--- src/rtl/core/tds_pkg.sv ---
package tds_pkg;

    // Door state machine, one-hot.
    typedef enum logic [6:0] {
        ST_READY   = 7'b000_0001,
        ST_OPENED  = 7'b000_0010,
        ST_OPENING = 7'b000_0100,
        ST_CLOSING = 7'b000_1000,
        ST_TIGHT   = 7'b001_0000,
        ST_CLOSED  = 7'b010_0000,
        ST_FAULT   = 7'b100_0000
    } door_state_t;

    // Status codes as they appear on the result ports.
    localparam logic [2:0] STATUS_READY   = 3'd0;
    localparam logic [2:0] STATUS_OPENED  = 3'd1;
    localparam logic [2:0] STATUS_OPENING = 3'd2;
    localparam logic [2:0] STATUS_CLOSING = 3'd3;
    localparam logic [2:0] STATUS_TIGHT   = 3'd4;
    localparam logic [2:0] STATUS_CLOSED  = 3'd5;
    localparam logic [2:0] STATUS_FAULT   = 3'd6;

    // Motor drive commands.
    typedef enum logic [1:0] {
        DRV_NONE  = 2'd0,
        DRV_OPEN  = 2'd1,
        DRV_CLOSE = 2'd2,
        DRV_STOP  = 2'd3
    } drive_t;

    // Input word operations.
    typedef enum logic [1:0] {
        OP_TICK  = 2'd0,
        OP_CLOSE = 2'd1,
        OP_OPEN  = 2'd2,
        OP_RESET = 2'd3
    } opcode_t;

    // Configuration register indexes.
    localparam int CFG_INDEX_W = 3;
    localparam logic [CFG_INDEX_W-1:0] CFG_FRONT_OPEN   = 3'd0;
    localparam logic [CFG_INDEX_W-1:0] CFG_REAR_OPEN    = 3'd1;
    localparam logic [CFG_INDEX_W-1:0] CFG_JAM_OPEN     = 3'd2;
    localparam logic [CFG_INDEX_W-1:0] CFG_FRONT_TIGHT  = 3'd3;
    localparam logic [CFG_INDEX_W-1:0] CFG_REAR_TIGHT   = 3'd4;
    localparam logic [CFG_INDEX_W-1:0] CFG_REAR_FOLLOW  = 3'd5;
    localparam logic [CFG_INDEX_W-1:0] CFG_FRONT_FOLLOW = 3'd6;
    localparam logic [CFG_INDEX_W-1:0] CFG_SENSOR_WAIT  = 3'd7;

    // Configuration reset values (Q4.12 radians, wait in ms).
    localparam logic signed [15:0] FRONT_OPEN_RST   = 16'sd6649;
    localparam logic signed [15:0] REAR_OPEN_RST    = 16'sd6434;
    localparam logic signed [15:0] JAM_OPEN_RST     = 16'sd1787;
    localparam logic signed [15:0] FRONT_TIGHT_RST  = -16'sd858;
    localparam logic signed [15:0] REAR_TIGHT_RST   = -16'sd1287;
    localparam logic signed [15:0] REAR_FOLLOW_RST  = 16'sd5004;
    localparam logic signed [15:0] FRONT_FOLLOW_RST = 16'sd1430;
    localparam logic [15:0]        SENSOR_WAIT_RST  = 16'd300;

    // Goal of a closing door, minus 100 degrees.
    localparam logic signed [15:0] CLOSE_GOAL = -16'sd7149;

    localparam int unsigned REPORT_PERIOD_DEFAULT = 200;

    typedef struct packed {
        logic signed [15:0] front_open_angle;
        logic signed [15:0] rear_open_angle;
        logic signed [15:0] jam_open_angle;
        logic signed [15:0] front_tight_angle;
        logic signed [15:0] rear_tight_angle;
        logic signed [15:0] rear_close_follow;
        logic signed [15:0] front_open_follow;
        logic [15:0]        sensor_wait_ms;
    } cfg_t;

    typedef struct packed {
        opcode_t            opcode;
        logic [31:0]        now_ms;
        logic               front_closed_seen;
        logic               rear_closed_seen;
        logic               front_overload;
        logic               rear_overload;
        logic signed [15:0] front_angle;
        logic signed [15:0] rear_angle;
    } item_t;

    typedef struct packed {
        door_state_t        mode;
        logic signed [15:0] goal;
        logic               jam;
    } door_t;

    typedef struct packed {
        logic [2:0] front_status;
        logic [2:0] rear_status;
        drive_t     front_drive;
        drive_t     rear_drive;
        logic       front_zero_encoder;
        logic       rear_zero_encoder;
        logic       front_clear_overload;
        logic       rear_clear_overload;
        logic       report_strobe;
    } result_t;

    // Maps the one-hot state to the status code on the result ports.
    function automatic logic [2:0] status_code(door_state_t s);
        logic [2:0] code;
        case (s)
            ST_READY:   code = STATUS_READY;
            ST_OPENED:  code = STATUS_OPENED;
            ST_OPENING: code = STATUS_OPENING;
            ST_CLOSING: code = STATUS_CLOSING;
            ST_TIGHT:   code = STATUS_TIGHT;
            ST_CLOSED:  code = STATUS_CLOSED;
            ST_FAULT:   code = STATUS_FAULT;
            default:    code = STATUS_READY;
        endcase
        return code;
    endfunction

endpackage

--- src/rtl/core/tds_cfg_regs.sv ---
module tds_cfg_regs (
    input  logic                              clk,
    input  logic                              rst_n,
    input  logic                              wr_en,
    input  logic [tds_pkg::CFG_INDEX_W-1:0]   wr_index,
    input  logic [15:0]                       wr_data,
    output tds_pkg::cfg_t                     cfg
);

    tds_pkg::cfg_t cfg_reg;
    tds_pkg::cfg_t cfg_next;

    // Decode the write index onto one register.
    always_comb
    begin
        cfg_next = cfg_reg;
        if (wr_en)
        begin
            case (wr_index)
                tds_pkg::CFG_FRONT_OPEN:   cfg_next.front_open_angle  = wr_data;
                tds_pkg::CFG_REAR_OPEN:    cfg_next.rear_open_angle   = wr_data;
                tds_pkg::CFG_JAM_OPEN:     cfg_next.jam_open_angle    = wr_data;
                tds_pkg::CFG_FRONT_TIGHT:  cfg_next.front_tight_angle = wr_data;
                tds_pkg::CFG_REAR_TIGHT:   cfg_next.rear_tight_angle  = wr_data;
                tds_pkg::CFG_REAR_FOLLOW:  cfg_next.rear_close_follow = wr_data;
                tds_pkg::CFG_FRONT_FOLLOW: cfg_next.front_open_follow = wr_data;
                tds_pkg::CFG_SENSOR_WAIT:  cfg_next.sensor_wait_ms    = wr_data;
                default:                   cfg_next = cfg_reg;
            endcase
        end
    end

    always_ff @(posedge clk or negedge rst_n)
    begin
        if (!rst_n)
        begin
            cfg_reg.front_open_angle  <= tds_pkg::FRONT_OPEN_RST;
            cfg_reg.rear_open_angle   <= tds_pkg::REAR_OPEN_RST;
            cfg_reg.jam_open_angle    <= tds_pkg::JAM_OPEN_RST;
            cfg_reg.front_tight_angle <= tds_pkg::FRONT_TIGHT_RST;
            cfg_reg.rear_tight_angle  <= tds_pkg::REAR_TIGHT_RST;
            cfg_reg.rear_close_follow <= tds_pkg::REAR_FOLLOW_RST;
            cfg_reg.front_open_follow <= tds_pkg::FRONT_FOLLOW_RST;
            cfg_reg.sensor_wait_ms    <= tds_pkg::SENSOR_WAIT_RST;
        end
        else
        begin
            cfg_reg <= cfg_next;
        end
    end

    assign cfg = cfg_reg;

endmodule

--- src/rtl/core/tds_step.sv ---
module tds_step #(
    parameter int unsigned REPORT_PERIOD_MS = tds_pkg::REPORT_PERIOD_DEFAULT
) (
    input  tds_pkg::cfg_t    cfg,
    input  tds_pkg::item_t   item,
    input  tds_pkg::door_t   front_in,
    input  tds_pkg::door_t   rear_in,
    input  logic [31:0]      last_report_in,
    output tds_pkg::door_t   front_out,
    output tds_pkg::door_t   rear_out,
    output logic [31:0]      last_report_out,
    output tds_pkg::result_t result
);

    localparam logic [31:0] PERIOD = 32'(REPORT_PERIOD_MS);

    tds_pkg::door_t  d0;
    tds_pkg::door_t  d1;
    tds_pkg::drive_t drv0;
    tds_pkg::drive_t drv1;
    logic            z0;
    logic            z1;
    logic            c0;
    logic            c1;
    logic            strobe;
    logic            wait_done;
    logic [31:0]     elapsed;

    assign wait_done = item.now_ms >= {16'd0, cfg.sensor_wait_ms};
    assign elapsed   = item.now_ms - last_report_in;

    // One item: a command, or a tick that runs the front machine and then the rear.
    always_comb
    begin
        d0              = front_in;
        d1              = rear_in;
        drv0            = tds_pkg::DRV_NONE;
        drv1            = tds_pkg::DRV_NONE;
        z0              = 1'b0;
        z1              = 1'b0;
        c0              = 1'b0;
        c1              = 1'b0;
        strobe          = 1'b0;
        last_report_out = last_report_in;

        case (item.opcode)
            tds_pkg::OP_CLOSE:
            begin
                if (d0.mode == tds_pkg::ST_OPENED || d0.mode == tds_pkg::ST_READY)
                begin
                    d0.mode = tds_pkg::ST_CLOSING;
                    d0.goal = tds_pkg::CLOSE_GOAL;
                    c0      = 1'b1;
                    drv0    = tds_pkg::DRV_CLOSE;
                end
            end
            tds_pkg::OP_OPEN:
            begin
                // A door that jammed at power-on reopens a short way first.
                if (d0.mode == tds_pkg::ST_FAULT && d0.jam)
                begin
                    d0.mode = tds_pkg::ST_OPENING;
                    d0.goal = cfg.jam_open_angle;
                    z0      = 1'b1;
                    drv0    = tds_pkg::DRV_OPEN;
                end
                else if (d1.mode == tds_pkg::ST_FAULT && d1.jam)
                begin
                    d1.mode = tds_pkg::ST_OPENING;
                    d1.goal = cfg.jam_open_angle;
                    z1      = 1'b1;
                    drv1    = tds_pkg::DRV_OPEN;
                end
                else if (d1.mode == tds_pkg::ST_CLOSED || d1.mode == tds_pkg::ST_FAULT)
                begin
                    d1.mode = tds_pkg::ST_OPENING;
                    d1.goal = cfg.rear_open_angle;
                    c1      = 1'b1;
                    drv1    = tds_pkg::DRV_OPEN;
                end
            end
            tds_pkg::OP_RESET:
            begin
                if (d0.mode == tds_pkg::ST_FAULT)
                begin
                    d0.mode = tds_pkg::ST_READY;
                    c0      = 1'b1;
                end
                if (d1.mode == tds_pkg::ST_FAULT)
                begin
                    d1.mode = tds_pkg::ST_READY;
                    c1      = 1'b1;
                end
            end
            tds_pkg::OP_TICK:
            begin
                // Front door.
                case (d0.mode)
                    tds_pkg::ST_READY:
                    begin
                        if (wait_done)
                        begin
                            if (item.front_closed_seen)
                            begin
                                z0      = 1'b1;
                                d0.goal = '0;
                                d0.mode = tds_pkg::ST_CLOSED;
                            end
                            else
                            begin
                                d0.mode = tds_pkg::ST_CLOSING;
                                d0.goal = tds_pkg::CLOSE_GOAL;
                                c0      = 1'b1;
                                drv0    = tds_pkg::DRV_CLOSE;
                            end
                        end
                    end
                    tds_pkg::ST_CLOSING:
                    begin
                        if (item.front_overload)
                        begin
                            d0.mode = tds_pkg::ST_FAULT;
                            if (!d0.jam)
                            begin
                                d1.mode = tds_pkg::ST_FAULT;
                            end
                            c0 = 1'b1;
                        end
                        else if (item.front_closed_seen)
                        begin
                            z0      = 1'b1;
                            d0.goal = cfg.front_tight_angle;
                            drv0    = tds_pkg::DRV_CLOSE;
                            d0.mode = tds_pkg::ST_TIGHT;
                        end
                        else if (item.front_angle < cfg.rear_close_follow &&
                                 d1.mode == tds_pkg::ST_OPENED)
                        begin
                            d1.mode = tds_pkg::ST_CLOSING;
                            d1.goal = tds_pkg::CLOSE_GOAL;
                            c1      = 1'b1;
                            drv1    = tds_pkg::DRV_CLOSE;
                        end
                    end
                    tds_pkg::ST_TIGHT:
                    begin
                        if (item.front_overload)
                        begin
                            d0.mode = tds_pkg::ST_FAULT;
                            c0      = 1'b1;
                        end
                        else if (item.front_angle < d0.goal)
                        begin
                            d0.mode = tds_pkg::ST_CLOSED;
                        end
                    end
                    tds_pkg::ST_OPENING:
                    begin
                        if (item.front_overload)
                        begin
                            d0.mode = tds_pkg::ST_FAULT;
                            d1.mode = tds_pkg::ST_FAULT;
                            c0      = 1'b1;
                        end
                        else if (item.front_angle >= d0.goal)
                        begin
                            d0.mode = tds_pkg::ST_OPENED;
                            if (d0.jam)
                            begin
                                d0.mode = tds_pkg::ST_FAULT;
                                d1.mode = tds_pkg::ST_FAULT;
                            end
                        end
                    end
                    tds_pkg::ST_CLOSED:
                    begin
                        d0.jam = 1'b0;
                        drv0   = tds_pkg::DRV_STOP;
                    end
                    tds_pkg::ST_FAULT, tds_pkg::ST_OPENED:
                    begin
                        drv0 = tds_pkg::DRV_STOP;
                    end
                    default:
                    begin
                        drv0 = tds_pkg::DRV_NONE;
                    end
                endcase

                // Rear door, seeing what the front has just done.
                case (d1.mode)
                    tds_pkg::ST_READY:
                    begin
                        if (wait_done)
                        begin
                            if (item.rear_closed_seen)
                            begin
                                z1      = 1'b1;
                                d1.goal = '0;
                                d1.mode = tds_pkg::ST_CLOSED;
                            end
                            else if (d0.mode == tds_pkg::ST_CLOSED)
                            begin
                                d1.mode = tds_pkg::ST_CLOSING;
                                d1.goal = tds_pkg::CLOSE_GOAL;
                                c1      = 1'b1;
                                drv1    = tds_pkg::DRV_CLOSE;
                            end
                        end
                    end
                    tds_pkg::ST_CLOSING:
                    begin
                        if (item.rear_overload)
                        begin
                            d1.mode = tds_pkg::ST_FAULT;
                            if (!d1.jam)
                            begin
                                d0.mode = tds_pkg::ST_FAULT;
                            end
                            c1 = 1'b1;
                        end
                        else if (item.rear_closed_seen)
                        begin
                            z1      = 1'b1;
                            d1.goal = cfg.rear_tight_angle;
                            drv1    = tds_pkg::DRV_CLOSE;
                            d1.mode = tds_pkg::ST_TIGHT;
                        end
                    end
                    tds_pkg::ST_TIGHT:
                    begin
                        if (item.rear_overload)
                        begin
                            d1.mode = tds_pkg::ST_FAULT;
                            c1      = 1'b1;
                        end
                        else if (item.rear_angle < d1.goal)
                        begin
                            d1.mode = tds_pkg::ST_CLOSED;
                        end
                    end
                    tds_pkg::ST_OPENING:
                    begin
                        if (item.rear_overload)
                        begin
                            d0.mode = tds_pkg::ST_FAULT;
                            d1.mode = tds_pkg::ST_FAULT;
                            c1      = 1'b1;
                        end
                        else if (item.rear_angle >= d1.goal)
                        begin
                            d1.mode = tds_pkg::ST_OPENED;
                            if (d1.jam)
                            begin
                                d0.mode = tds_pkg::ST_FAULT;
                                d1.mode = tds_pkg::ST_FAULT;
                            end
                        end
                        else if (item.rear_angle >= cfg.front_open_follow &&
                                 (d0.mode == tds_pkg::ST_CLOSED ||
                                  d0.mode == tds_pkg::ST_FAULT))
                        begin
                            // The front follows the rear open; a front that has
                            // just faulted in this tick counts as faulted here.
                            if (d0.mode == tds_pkg::ST_FAULT && d0.jam)
                            begin
                                d0.goal = cfg.jam_open_angle;
                                z0      = 1'b1;
                            end
                            else
                            begin
                                d0.goal = cfg.front_open_angle;
                                c0      = 1'b1;
                            end
                            d0.mode = tds_pkg::ST_OPENING;
                            drv0    = tds_pkg::DRV_OPEN;
                        end
                    end
                    tds_pkg::ST_CLOSED:
                    begin
                        d1.jam = 1'b0;
                        drv1   = tds_pkg::DRV_STOP;
                    end
                    tds_pkg::ST_FAULT, tds_pkg::ST_OPENED:
                    begin
                        drv1 = tds_pkg::DRV_STOP;
                    end
                    default:
                    begin
                        drv1 = tds_pkg::DRV_NONE;
                    end
                endcase

                // Periodic status report.
                if (elapsed >= PERIOD)
                begin
                    strobe          = 1'b1;
                    last_report_out = item.now_ms;
                end
            end
            default:
            begin
                strobe = 1'b0;
            end
        endcase
    end

    assign front_out = d0;
    assign rear_out  = d1;

    assign result.front_status         = tds_pkg::status_code(d0.mode);
    assign result.rear_status          = tds_pkg::status_code(d1.mode);
    assign result.front_drive          = drv0;
    assign result.rear_drive           = drv1;
    assign result.front_zero_encoder   = z0;
    assign result.rear_zero_encoder    = z1;
    assign result.front_clear_overload = c0;
    assign result.rear_clear_overload  = c1;
    assign result.report_strobe        = strobe;

endmodule

--- src/rtl/core/two_door_sequencer.sv ---
// Two-door sequencer: runs the front and rear door state machines, one input
// word at a time, and returns one result word for each input word.
// Input channel (in_valid/in_ready): a tick carrying time, sensors, overload
// flags and angles, or a close, open or fault-reset command.
// Output channel (out_valid/out_ready): both door statuses, drive commands,
// encoder and overload clear pulses, and the report strobe.
// Configuration channel (cfg_valid/cfg_ready): register index and 16-bit data,
// always ready; write only while no word is in flight.
// A word accepted into the input register is processed when the result register is
// free, and its result is on the output from then on.
// Throughput: one word per cycle while out_ready is high. The door state
// feeds back through one registered update, so each word sees the state left
// by the previous one. When the receiver stalls, the result register holds and
// one more word may wait in the input register; after that in_ready drops.
// Reset puts both doors in ready with their power-on jam flags set, goals and
// the report time at zero, configuration at its defaults, and both channels
// empty.
module two_door_sequencer #(
    parameter int unsigned REPORT_PERIOD_MS = tds_pkg::REPORT_PERIOD_DEFAULT
) (
    input  logic                            clk,
    input  logic                            rst_n,

    input  logic                            in_valid,
    output logic                            in_ready,
    input  logic [1:0]                      opcode,
    input  logic [31:0]                     now_ms,
    input  logic                            front_closed_seen,
    input  logic                            rear_closed_seen,
    input  logic                            front_overload,
    input  logic                            rear_overload,
    input  logic signed [15:0]              front_angle,
    input  logic signed [15:0]              rear_angle,

    output logic                            out_valid,
    input  logic                            out_ready,
    output logic [2:0]                      front_status,
    output logic [2:0]                      rear_status,
    output logic [1:0]                      front_drive,
    output logic [1:0]                      rear_drive,
    output logic                            front_zero_encoder,
    output logic                            rear_zero_encoder,
    output logic                            front_clear_overload,
    output logic                            rear_clear_overload,
    output logic                            report_strobe,

    input  logic                            cfg_valid,
    output logic                            cfg_ready,
    input  logic [tds_pkg::CFG_INDEX_W-1:0] cfg_index,
    input  logic [15:0]                     cfg_data
);

    tds_pkg::cfg_t    cfg;
    tds_pkg::item_t   item_reg;
    logic             item_valid_reg;
    logic             item_valid_next;
    tds_pkg::door_t   front_reg;
    tds_pkg::door_t   rear_reg;
    logic [31:0]      last_report_reg;
    tds_pkg::result_t result_reg;
    logic             out_valid_reg;
    logic             out_valid_next;

    tds_pkg::door_t   front_next;
    tds_pkg::door_t   rear_next;
    logic [31:0]      last_report_next;
    tds_pkg::result_t result_next;

    logic             in_take;
    logic             advance;

    // Configuration registers.
    assign cfg_ready = 1'b1;

    tds_cfg_regs u_cfg (
        .clk      (clk),
        .rst_n    (rst_n),
        .wr_en    (cfg_valid & cfg_ready),
        .wr_index (cfg_index),
        .wr_data  (cfg_data),
        .cfg      (cfg)
    );

    // Handshake: the held word moves on when the result register is free.
    assign advance         = item_valid_reg & (~out_valid_reg | out_ready);
    assign in_ready        = ~item_valid_reg | advance;
    assign in_take         = in_valid & in_ready;
    assign item_valid_next = in_take | (item_valid_reg & ~advance);
    assign out_valid_next  = advance | (out_valid_reg & ~out_ready);

    // Input register, payload only.
    always_ff @(posedge clk)
    begin
        if (in_take)
        begin
            item_reg.opcode            <= tds_pkg::opcode_t'(opcode);
            item_reg.now_ms            <= now_ms;
            item_reg.front_closed_seen <= front_closed_seen;
            item_reg.rear_closed_seen  <= rear_closed_seen;
            item_reg.front_overload    <= front_overload;
            item_reg.rear_overload     <= rear_overload;
            item_reg.front_angle       <= front_angle;
            item_reg.rear_angle        <= rear_angle;
        end
    end

    // Door logic for the held word.
    tds_step #(
        .REPORT_PERIOD_MS (REPORT_PERIOD_MS)
    ) u_step (
        .cfg             (cfg),
        .item            (item_reg),
        .front_in        (front_reg),
        .rear_in         (rear_reg),
        .last_report_in  (last_report_reg),
        .front_out       (front_next),
        .rear_out        (rear_next),
        .last_report_out (last_report_next),
        .result          (result_next)
    );

    // Door state and handshake flags.
    always_ff @(posedge clk or negedge rst_n)
    begin
        if (!rst_n)
        begin
            item_valid_reg  <= 1'b0;
            out_valid_reg   <= 1'b0;
            front_reg.mode  <= tds_pkg::ST_READY;
            front_reg.goal  <= '0;
            front_reg.jam   <= 1'b1;
            rear_reg.mode   <= tds_pkg::ST_READY;
            rear_reg.goal   <= '0;
            rear_reg.jam    <= 1'b1;
            last_report_reg <= '0;
        end
        else
        begin
            item_valid_reg <= item_valid_next;
            out_valid_reg  <= out_valid_next;
            if (advance)
            begin
                front_reg       <= front_next;
                rear_reg        <= rear_next;
                last_report_reg <= last_report_next;
            end
        end
    end

    // Result register, payload only.
    always_ff @(posedge clk)
    begin
        if (advance)
        begin
            result_reg <= result_next;
        end
    end

    assign out_valid            = out_valid_reg;
    assign front_status         = result_reg.front_status;
    assign rear_status          = result_reg.rear_status;
    assign front_drive          = result_reg.front_drive;
    assign rear_drive           = result_reg.rear_drive;
    assign front_zero_encoder   = result_reg.front_zero_encoder;
    assign rear_zero_encoder    = result_reg.rear_zero_encoder;
    assign front_clear_overload = result_reg.front_clear_overload;
    assign rear_clear_overload  = result_reg.rear_clear_overload;
    assign report_strobe        = result_reg.report_strobe;

    // A held word with a stalled full result register blocks the input.
    assert property (@(posedge clk) disable iff (!rst_n)
        (item_valid_reg && out_valid_reg && !out_ready) |-> !in_ready)
        else $error("input accepted while both stages are stalled");

    // Once a door has been seen closed, its jam flag never comes back.
    assert property (@(posedge clk) disable iff (!rst_n)
        !front_reg.jam |=> !front_reg.jam)
        else $error("front jam flag set again");

    assert property (@(posedge clk) disable iff (!rst_n)
        !rear_reg.jam |=> !rear_reg.jam)
        else $error("rear jam flag set again");

    // Commands never raise the report strobe.
    assert property (@(posedge clk) disable iff (!rst_n)
        (advance && item_reg.opcode != tds_pkg::OP_TICK) |=> !result_reg.report_strobe)
        else $error("report strobe on a command");

    // A processed word always lands in the result register.
    assert property (@(posedge clk) disable iff (!rst_n)
        advance |=> out_valid_reg)
        else $error("processed word lost");

endmodule
--- config.mk ---
export PLATFORM = sky130hd
export DESIGN_NAME = two_door_sequencer
export DESIGN_NICKNAME = d
export VERILOG_FILES = /design/src/rtl/core/tds_pkg.sv /design/src/rtl/core/tds_cfg_regs.sv /design/src/rtl/core/tds_step.sv /design/src/rtl/core/two_door_sequencer.sv
export SDC_FILE = /design/constraint.sdc
export NUM_CORES = 1
export LEC_CHECK = 0
export BUFFER_PORTS_ARGS = -buffer_cell sky130_fd_sc_hd__clkbuf_2
export CAP_MARGIN = 20
export CORE_AREA = 2 2 212 214
export CTS_CLUSTER_DIAMETER = 80
export DETAILED_ROUTE_END_ITERATION = 12
export DIE_AREA = 0 0 214 216
export HOLD_SLACK_MARGIN = 0.02
export PLACE_DENSITY_LB_ADDON = 0.15
export SETUP_SLACK_MARGIN = 0.3
export SLEW_MARGIN = 20
export SYNTH_ARGS = -nofsm -noshare
export SYNTH_HDL_FRONTEND = slang
export SYNTH_SLANG_ARGS = --single-unit
--- constraint.sdc ---
create_clock -name clk -period 7.3 [get_ports clk]
set_input_delay 0.365 -clock clk [delete_from_list [all_inputs] [get_ports clk]]
set_output_delay 0.365 -clock clk [all_outputs]
set_load 0.02 [all_outputs]
==> qor.yml <==
run_status:
  status: "completed"
critical_path:
  crit_path_end_kind: "register"
  crit_start: "u_cfg.cfg[35]$_DFFE_PN1P_"
  cp_max_fo: 12
  start_kind: "register"
  reg2reg_from: "u_cfg.cfg[35]$_DFFE_PN1P_"
  required_ps: 7710
  r2r_slack_ps: 1230
  crit_type: "reg2reg"
  cp_data_arrival_time_ps: 6480
synthesis:
  synthMuxAreaShare: 0.126
  syn-num-nets: 1884
  synth-adder-area-share: 0.0801
  avgSynthCellArea_um2: 10.4
  netlist_instances: 1679
  ys_seq_area_frac: 0.453
  syn_area_um2: 17400
  synth_top_family_by_area: "compound AO/OA/AOI/OAI gates"
  synth.most_common_cell: "mux2_2"
  synth_cell_type_count: 88
  async_reset_ff_frac: 0.712
  synth_top_area_cell: "dfrtp_1"
  ys_top_cells_by_area: "dfrtp_1 21%, edfxtp_1 15%, mux2_2 11%"
  synth.top_cell.area_share: 0.208
  synth_edf_count: 85
  synthXorXnorAreaFrac: 0.00704
  synth_flop_cell: "dfrtp_1"
  synth-simple-area-share: 0.132
  synth-seq-cells: 295
  yosysWarnings: 0
  synth-compound-area-share: 0.158
  synthTopCellsByCount: "168 x mux2_2, 149 x nand2_1, 145 x dfrtp_1"
cts:
  clockBufferDepth: 3
  cts_htree_levels: 2
  numClockSinks: 295
  clock_latency_ps: 560
  cts_root_buf: "clkbuf_16"
  cts_resized: 0
  cts_buffers: 37
  path_clk_slew_ps: 60
  cts_tree: "built"
drt:
  first_pass_iters: 5
  totalWireLength_um: 49500
  num_vias: 13700
  drt-initial-drc-count: 837
  remaining_drc_errors: 0
  vias_per_cell: 5.56
  ant_nets: 0
  avgRoutedWirePerCell_um: 20.1
pwr:
  power_leakage_nw: 8.86
  irDropWorstVdd_uv: 170
  power.density_nw_per_um2: 342
  seqPwrFrac: 0.343
  internal_power_mw: 4.39
  p_comb_frac: 0.397
  p_sw_mw: 2.65
  switching_share: 0.376
  power_frac_clock: 0.260
timing:
  fin_tns_setup_ps: 0
  rsz0062_at_grt: "false"
  maxSlewHeadroom: 0.263
  clock_skew_ps: 19.4
  hold_viol: 0
  slew_violations: 0
  min_period_over_period: 0.831
  fin_crit_ps: 6070
  worst_pin_slew_ps: 1100
  max_freq_mhz: 165
  setup-violations-final: 0
die:
  start_util: 0.397
  die_h_um: 216
  die_area_um2: 46200
  die_x_um: 214
  io_pins: 112
  coreArea_um2: 43800
  std_cell_rows: 77
finish:
  finalInstanceArea_um2: 20600
  layout-drive-gt1-share: 0.242
  n_antenna_cell: 0
  syn2layout_area_growth_pct: 18.2
  largest_reg_flops: 128
  finalNetCount: 2052
worst_hold_path:
  hp-start: "front_angle[7]"
  worstHoldPathType: "in2reg"
grt:
  grt_use_total: 0.214
  overflow: 0
  grt_max_degree: 75
  antenna_found_initial: 0
  grt_pass1_vias: 13600
  grt_pass1_wl_um: 78000
placed_design:
  place.gp.congestion: 0.890
  place_hpwl_um: 36000
  dpl_cell_area_um2: 18600
  port_buffers: 110
job:
  maxCapViolCount: 0
[power by group through the flow]
stage	clock network [mW]	registers [mW]	logic (mW)
floorplan	0	2.34	2.05
global placement	0	2.44	2.70
detailed placement	0	2.44	2.73
CTS	1.88	2.42	2.78
global route	1.94	2.47	3.12
finish	1.83	2.42	2.79
[placed cells by master (no fill, tap or decap), types with 10 or more instances in the layout]
| cell | n |
|---|---|
| and3_1 | 17 |
| mux2_2 | 168 |
| nand3_1 | 31 |
| o211ai_1 | 16 |
| ha_1 | 110 |
| o21ai_0 | 83 |
| inv_1 | 119 |
| buf_4 | 17 |
| nor2_1 | 81 |
| a211oi_1 | 16 |
| dfrtp_1 | 145 |
| nand2_1 | 149 |
| dlygate4sd3_1 | 71 |
| edfxtp_1 | 85 |
| a221oi_1 | 17 |
| and2_1 | 13 |
| a31oi_1 | 13 |
| nor2b_1 | 16 |
| nand4_1 | 23 |
| mux2i_1 | 31 |
| dfstp_2 | 65 |
| a21o_1 | 34 |
| a2111oi_0 | 10 |
| nor4_1 | 13 |
| clkbuf_2 | 109 |
| nor3_1 | 32 |
| a21oi_1 | 116 |
| o21a_1 | 23 |
| nand2b_1 | 20 |
| clkbuf_16 | 40 |
[critical path, cell delays in order, from the launching register on]
cell,delay [ps]
dfstp_2,530
inv_1,40
ha_1,190
a2111oi_0,410
o21ai_0,350
a221o_1,510
a21o_1,370
nand2_1,140
ha_1,240
a21o_1,160
a221o_1,340
a2111oi_0,360
a31oi_1,330
or2_2,400
nor3_1,230
o21ai_0,250
a311o_1,350
and3_4,200
or3b_1,340
a31oi_1,170
[layer usage]
metal / vias up / global-route usage / share of wire
met5: - / 0 / 0
met1: 6805 / 0.310 / 0.48
met3: 56 / 0.0245 / 0.042
met4: 0 / 0.0590 / 0.021
met2: 320 / 0.340 / 0.45
li1: 6545 / - / -
[worst paths after layout]
check	end	cells after the start
worst min-delay path	item_reg[23]$_DFFE_PP_	1
worst min register to register	rear_reg[1]$_DFFE_PN0P_	2
worst max register to register	rear_status[1]$_DFFE_PP_	19
worst max-delay path	rear_status[1]$_DFFE_PP_	19
min in group asynchronous	last_report_reg[4]$_DFFE_PN0P_	2
max in group asynchronous	rear_reg[9]$_DFFE_PN0P_	3
[kinds of logic after synthesis]
family / count (synthesis)
buf+inv: 191
simple gates: 456
mux: 199
flops: 295
other cells: 1
compound gates: 412
fa+ha+maj: 111
xor+xnor: 14
[repair_timing]
action                                  4_1_cts  5_1_grt
endpoints found under the setup margin        0        0
hold buffers                                 71        0
endpoints found under the hold margin       130        0
buffers inserted                              0        0
[cell type report]
type | count | area, um2
fill | 4106 | 23200
clock inverter | 11 | 85.1
clock buffer | 57 | 1140
tap | 592 | 741
inverter | 120 | 450
multi-input combinational | 1193 | 8840
timing repair buffer | 200 | 1440
sequential | 295 | 7890
[metrics by stage]
stage / cells / total power [mW] / setup WS (ps) / hold WS (ps) / util
after floorplan: 1679 / 4.39 / 2090 / 69.4 / -
after global placement: 2327 / 5.13 / 1430 / 427 / 0.425
after detailed placement: 2327 / 5.17 / 1290 / 438 / 0.425
after CTS: 2466 / 7.08 / 1260 / 20.2 / 0.469
after global routing: 2468 / 7.53 / 859 / 29.6 / 0.470
final: 2468 / 7.04 / 1230 / 41.6 / 0.470
No activity file was read; power rests on OpenSTA's default activity.
